## src/design/pfc_pkg.sv

```systemverilog
// ----------------------------------------------------------------------------
// pfc_pkg: shared types, codes and channel maths for the pixel format converter
// Mask decoding into shift and width, and the per-channel extract and place
// functions used by the datapath.
// ----------------------------------------------------------------------------
package pfc_pkg;

    localparam int PALETTE_DEPTH_DEF = 256;
    localparam int ENTRY_W           = 24;
    localparam int PIXEL_W           = 32;
    localparam int REG_IDX_W         = 3;

    // request codes
    localparam logic [1:0] REQ_WRITE   = 2'd0;
    localparam logic [1:0] REQ_DIRECT  = 2'd1;
    localparam logic [1:0] REQ_PALETTE = 2'd2;

    // register indexes
    localparam logic [REG_IDX_W-1:0] REG_SRC_RED   = 3'd0;
    localparam logic [REG_IDX_W-1:0] REG_SRC_GREEN = 3'd1;
    localparam logic [REG_IDX_W-1:0] REG_SRC_BLUE  = 3'd2;
    localparam logic [REG_IDX_W-1:0] REG_SRC_ALPHA = 3'd3;
    localparam logic [REG_IDX_W-1:0] REG_DST_RED   = 3'd4;
    localparam logic [REG_IDX_W-1:0] REG_DST_GREEN = 3'd5;
    localparam logic [REG_IDX_W-1:0] REG_DST_BLUE  = 3'd6;
    localparam logic [REG_IDX_W-1:0] REG_DST_ALPHA = 3'd7;

    localparam logic [PIXEL_W-1:0] RST_RED_MASK   = 32'h00ff_0000;
    localparam logic [PIXEL_W-1:0] RST_GREEN_MASK = 32'h0000_ff00;
    localparam logic [PIXEL_W-1:0] RST_BLUE_MASK  = 32'h0000_00ff;
    localparam logic [PIXEL_W-1:0] RST_ALPHA_MASK = 32'hff00_0000;

    typedef struct packed {
        logic [PIXEL_W-1:0] mask;
        logic [4:0]         shift;
        logic [3:0]         width;
    } chan_cfg_t;

    typedef struct packed {
        chan_cfg_t red;
        chan_cfg_t green;
        chan_cfg_t blue;
        chan_cfg_t alpha;
    } fmt_cfg_t;

    // trailing zero count, zero mask gives 0
    function automatic logic [4:0] mask_shift(input logic [PIXEL_W-1:0] m);
        logic [4:0] s;
        s = 5'd0;
        for (int i = PIXEL_W - 1; i >= 0; i--) begin
            if (m[i]) begin
                s = 5'(i);
            end
        end
        return s;
    endfunction

    // length of the first run of ones, clamped to 8
    function automatic chan_cfg_t mask_decode(input logic [PIXEL_W-1:0] m);
        chan_cfg_t  c;
        logic [PIXEL_W-1:0] v;
        logic       stop;
        c.mask  = m;
        c.shift = mask_shift(m);
        c.width = 4'd0;
        v       = m >> c.shift;
        stop    = 1'b0;
        for (int i = 0; i < 8; i++) begin
            if (!stop && v[i]) begin
                c.width = 4'(i + 1);
            end else begin
                stop = 1'b1;
            end
        end
        return c;
    endfunction

    // source field to 8-bit intermediate
    function automatic logic [7:0] take_channel(input logic [PIXEL_W-1:0] pix,
                                                input chan_cfg_t c);
        logic [PIXEL_W-1:0] v;
        logic [7:0]         low;
        logic [3:0]         sh;
        v   = (pix & c.mask) >> c.shift;
        low = v[7:0];
        sh  = 4'd8 - c.width;
        return 8'(low << sh);
    endfunction

    // 8-bit intermediate to destination field
    function automatic logic [PIXEL_W-1:0] place_channel(input logic [7:0] v8,
                                                         input chan_cfg_t c);
        logic [7:0] t;
        logic [3:0] sh;
        sh = 4'd8 - c.width;
        t  = v8 >> sh;
        return {24'd0, t} << c.shift;
    endfunction

endpackage

```

## src/design/pfc_mask_regs.sv

```systemverilog
// ----------------------------------------------------------------------------
// pfc_mask_regs: format mask registers
// Holds the eight channel masks, decoded to shift and width as they are written.
// ----------------------------------------------------------------------------
module pfc_mask_regs (
    input  logic                                aclk,
    input  logic                                aresetn,
    input  logic                                cfg_valid,
    input  logic [pfc_pkg::REG_IDX_W-1:0]       cfg_index,
    input  logic [pfc_pkg::PIXEL_W-1:0]         cfg_data,
    output pfc_pkg::fmt_cfg_t                   src_fmt,
    output pfc_pkg::fmt_cfg_t                   dst_fmt
);
    import pfc_pkg::*;

    chan_cfg_t src_red_reg, src_green_reg, src_blue_reg, src_alpha_reg;
    chan_cfg_t dst_red_reg, dst_green_reg, dst_blue_reg, dst_alpha_reg;
    chan_cfg_t wr_cfg;

    // decode once on write so the pixel path sees plain shift and width
    assign wr_cfg = mask_decode(cfg_data);

    always_ff @(posedge aclk) begin
        if (!aresetn) begin
            src_red_reg   <= mask_decode(RST_RED_MASK);
            src_green_reg <= mask_decode(RST_GREEN_MASK);
            src_blue_reg  <= mask_decode(RST_BLUE_MASK);
            src_alpha_reg <= mask_decode(RST_ALPHA_MASK);
            dst_red_reg   <= mask_decode(RST_RED_MASK);
            dst_green_reg <= mask_decode(RST_GREEN_MASK);
            dst_blue_reg  <= mask_decode(RST_BLUE_MASK);
            dst_alpha_reg <= mask_decode(RST_ALPHA_MASK);
        end else if (cfg_valid) begin
            case (cfg_index)
                REG_SRC_RED:   src_red_reg   <= wr_cfg;
                REG_SRC_GREEN: src_green_reg <= wr_cfg;
                REG_SRC_BLUE:  src_blue_reg  <= wr_cfg;
                REG_SRC_ALPHA: src_alpha_reg <= wr_cfg;
                REG_DST_RED:   dst_red_reg   <= wr_cfg;
                REG_DST_GREEN: dst_green_reg <= wr_cfg;
                REG_DST_BLUE:  dst_blue_reg  <= wr_cfg;
                REG_DST_ALPHA: dst_alpha_reg <= wr_cfg;
                default: ;
            endcase
        end
    end

    assign src_fmt = '{red: src_red_reg, green: src_green_reg,
                       blue: src_blue_reg, alpha: src_alpha_reg};
    assign dst_fmt = '{red: dst_red_reg, green: dst_green_reg,
                       blue: dst_blue_reg, alpha: dst_alpha_reg};

endmodule

```

## config.mk

```make
export PLATFORM = sky130hd
export DESIGN_NAME = pfc_mask_regs
export DESIGN_NICKNAME = d
export VERILOG_FILES = /design/src/design/pfc_pkg.sv /design/src/design/pfc_mask_regs.sv
export SDC_FILE = /design/constraint.sdc
export NUM_CORES = 1
export LEC_CHECK = 0
export BUFFER_PORTS_ARGS = -buffer_cell sky130_fd_sc_hd__buf_2
export CAP_MARGIN = 20
export CORE_ASPECT_RATIO = 0.75
export CORE_MARGIN = 10
export CORE_UTILIZATION = 50
export CTS_BUF_LIST = sky130_fd_sc_hd__clkbuf_4
export CTS_CLUSTER_SIZE = 8
export DETAILED_ROUTE_END_ITERATION = 7
export PLACE_DENSITY_LB_ADDON = 0.1
export SYNTH_ARGS = -nofsm -noshare
export SYNTH_HDL_FRONTEND = slang
export SYNTH_SLANG_ARGS = --single-unit
```

## constraint.sdc

```tcl
create_clock -name aclk -period 3.7 [get_ports aclk]
set_input_delay 0 -clock aclk [delete_from_list [all_inputs] [get_ports aclk]]
set_output_delay 0 -clock aclk [all_outputs]
set_load 0.005 [all_outputs]
```

==> impl_metrics.py <==
metrics = {
    "run_status": {
        "run_status": "complete, no violations",
    },
    "drt": {
        "detailroute.via_count": 14416,
        "average_wire_length_per_cell_after_detail_routing_um": 23.0,
        "postRouteAntennaNets": 0,
        "route.detailed.drc": 0,
        "drtPass1Iterations": 6,
        "vias_per_cell": 5.81,
        "detailedRoute.firstIterationViolations": 1354,
        "wirelength_mm": 57.2,
    },
    "critical_path": {
        "cpPeakStageDelay_ns": 0.64,
        "cp_common_cell": "buf_4",
        "crit_chain": "dlygate4sd3_1 > buf_2 > inv_1 > o311a_1 > o31a_2 > a21oi_1 > buf_4 > buf_4 > a22oi_1 > a2111oi_2 > o21ai_1 > and2_4 > a32oi_2 > o31ai_1",
        "worstSetupEndpointType": "flip-flop",
        "cp.required_ns": 4.28,
        "timing_worst_setup_path_type": "in2reg",
        "timing.critical_path.buf_inv": 5,
        "cp_slowest_cell": "a21oi_1",
        "crit_path_max_fanout": 12,
        "regToRegSetupSlack_ns": 2.50,
        "critPathLaunchType": "input port",
        "cpLargestDelayFamily": "compound AO/OA/AOI/OAI gates",
        "arrival_ns": 4.10,
    },
    "logic_synthesis": {
        "synth_cell_types": 72,
        "synth_flop_cell": "dfxtp_1",
        "avg_cell_area_syn_um2": 7.90,
        "ys.warnings.count": 0,
        "dominant_combinational_cell_family_by_area_after_synthesis": "simple AND/OR/NAND/NOR gates",
        "mappedNetlistArea_mm2": 0.0133,
        "yosys.area_share.adder": 0,
        "synth-xor-area-share": 0,
        "async_flop_share": 0,
        "synth-seq-area-share": 0.493,
        "post-synth-top-area-fraction": 0.493,
        "synth_cells": 1686,
        "ys_ff_latch": 328,
        "synth_area_leader_cell": "dfxtp_1",
        "postSynthNetCount": 1724,
        "post_synth_and_or_nand_nor_area_fraction": 0.238,
        "synth.mux.area_fraction": 0.0193,
        "compound_cell_area_share_of_the_yosys_netlist": 0.195,
        "synth_enable_flop_cells": 0,
        "synth_area_leaders": "dfxtp_1 (49%), nand2_1 (16%), a21oi_1 (8.6%)",
    },
    "power_and_ir_drop": {
        "total_leakage_power_nw": 7.40,
        "totalPowerFinal_mw": 7.43,
        "ir_worst_vdd_uv": 278,
        "power-per-cell-area_mw_per_mm2": 439,
    },
    "clock_network": {
        "later_pin_clock_latency_in_the_skew_report_ns": 0.71,
        "numCtsBuffers": 80,
        "clk_pin_slew_worst_paths_ns": 0.07,
        "cts.root.buffer_cell": "clkbuf_4",
        "postCtsResizedCells": 0,
        "tritoncts": "yes",
        "cts_max_level": 3,
        "clock-sinks": 328,
        "cts_setup_buffers": 0,
        "cts-hold-fix-buffers": 40,
        "cts_max_path_buffers": 3,
    },
    "global_routing": {
        "grt_pass1_wl_mm": 86.0,
        "groute.usage.overall": 0.325,
        "grt_max_degree": 139,
        "grt_pass1_vias": 14062,
        "initial_antenna_violation_count": 3,
        "globalRouteOverflowTotal": 0,
    },
    "final_layout": {
        "num-fill-cells": 2346,
        "share_of_post_route_cells_with_drive_strength_above_1": 0.282,
        "number_of_nets_in_the_final_layout": 2128,
        "design_area_mm2": 0.0169,
        "flow.area_growth_from_synthesis_pct": 27.2,
    },
    "floorplan": {
        "boundaryPins": 366,
        "core_area_mm2": 0.0261,
        "num_rows": 51,
        "floorplan.initialDensity": 0.510,
        "fp.dieH_um": 161,
        "die-area_mm2": 0.0336,
        "die_width_um": 208,
    },
    "timing": {
        "grt_setup_unrepaired": "no",
        "timing_hold_violations_final": 0,
        "max_slew_margin": 0.230,
        "worst-slew-pin-transition_ns": 1.15,
        "finalSetupTns_ns": 0,
        "setup_viol": 0,
        "maxSlewViolCount": 0,
        "final_min_period_over_clock_period": 0.953,
        "timing.final.crit_period_ns": 3.53,
        "worst_clock_skew_ns": 0,
        "maxClockFrequency_ghz": 0.284,
    },
    "job": {
        "drv_cap": 0,
    },
    "placed_design": {
        "dpl_cell_area_mm2": 0.0156,
        "dp.final_hpwl_mm": 39.4,
        "numPortBuffers": 365,
        "final_weighted_congestion_in_routability_driven_placement": 0.940,
    },
    "min_path": {
        "timing.hold.worst.class": "in2reg",
    },
}
## tightest hold or removal path, delay by kind of cell
family	cells	cell delay, ns
buffers and inverters	2	0.68
AND/OR/NAND/NOR	2	0.14
## per-layer routing
metal  part of all wire  GRT usage
met1               0.41      0.424
met2               0.44      0.496
met3               0.12     0.0969
met4              0.029      0.123
met5                  0          0
## where the power goes
part / switching (mW) / internal [mW]
Clock: 1.44 / 1.45
Combinational: 0.566 / 0.297
Sequential: 0.0493 / 3.62
Total: 2.06 / 5.37
## Yosys cell counts (3+ instances only)
cell type and count:
or4_4 4, o22ai_1 4, and2_1 4, buf_2 18
nand2_1 575, nor2b_1 4, and3_1 9, buf_6 5
buf_4 3, a41o_1 8, a22oi_1 7, dfxtp_1 328
buf_1 3, o21ai_1 9, o21a_1 3, o21ai_0 14
a21oi_1 230, mux2_2 3, o2111ai_1 4, o311ai_0 4
a221oi_1 14, mux2i_1 11, a31oi_1 5, nand3_1 70
nor3_1 13, nor2_1 40, a211oi_1 14, nand2b_1 10
o31ai_1 10, clkbuf_1 127, mux4_2 5, or4_1 3
inv_1 15, a32oi_1 3, nor4_1 8, o211ai_1 51
## registers in the layout, indices dropped and copies added, names as in the netlist
register  flops
dst_fmt     164
src_fmt     164
## worst paths after layout
check                            start                         to  cells past startpoint
max                       cfg_data[13]    dst_fmt[0]$_SDFFE_PN0P_                     14
min                       cfg_data[31]   src_fmt[40]$_SDFFE_PN1P_                      4
max reg2reg  dst_fmt[150]$_SDFFE_PN1P_  dst_fmt[150]$_SDFFE_PN1P_                      3
min reg2reg   src_fmt[15]$_SDFFE_PN0P_   src_fmt[15]$_SDFFE_PN0P_                      2
## cells by family after synthesis
group | Yosys count
AO/OA/AOI/OAI | 411
multiplexers | 19
AND/OR/NAND/NOR | 756
buffers and inverters | 172
flip-flops | 328
## layout by cell type, fill, tap and decap left out, drive strengths merged, types with 4 or more instances in the layout
master / instances
nand2: 575
buf: 438
dfxtp: 328
a21oi: 231
clkbuf: 105
nand3: 70
o211ai: 51
nor2: 44
dlygate4sd3: 40
o21ai: 25
inv: 19
clkinv: 17
a211oi: 14
a221oi: 14
nor3: 14
mux2i: 11
o31ai: 11
nand2b: 10
and3: 9
a41o: 9
nor4: 8
a22oi: 7
or4: 7
a31oi: 5
mux4: 5
and2: 5
a32oi: 5
nor2b: 4
o2111ai: 4
o311ai: 4
o22ai: 4
nand4: 4
## cell type report
cell class / instances / area [um2] / share of cell area
timing repair buffer: 478 / 2820 / 0.166
clock inverter: 23 / 145 / 0.00857
antenna: 3 / 7.51 / 0.000444
multi-input combinational: 1186 / 6110 / 0.361
inverter: 16 / 65.1 / 0.00384
tap: 344 / 430 / 0.0254
clock buffer: 105 / 788 / 0.0466
sequential: 328 / 6570 / 0.388
## per-stage QoR
stage	setup slack [ns]	hold slack (ns)	cells	util
6_report	0.175	0.149	2483	0.649
2_1_floorplan	0.925	0.211	1686	-
4_1_cts	0.291	0.0946	2480	0.648
5_1_grt	0.0837	0.129	2483	0.649
3_3_place_gp	0.188	0.308	2312	0.597
3_5_place_dp	0.0670	0.314	2312	0.597
No activity file was read; power rests on OpenSTA's default activity.
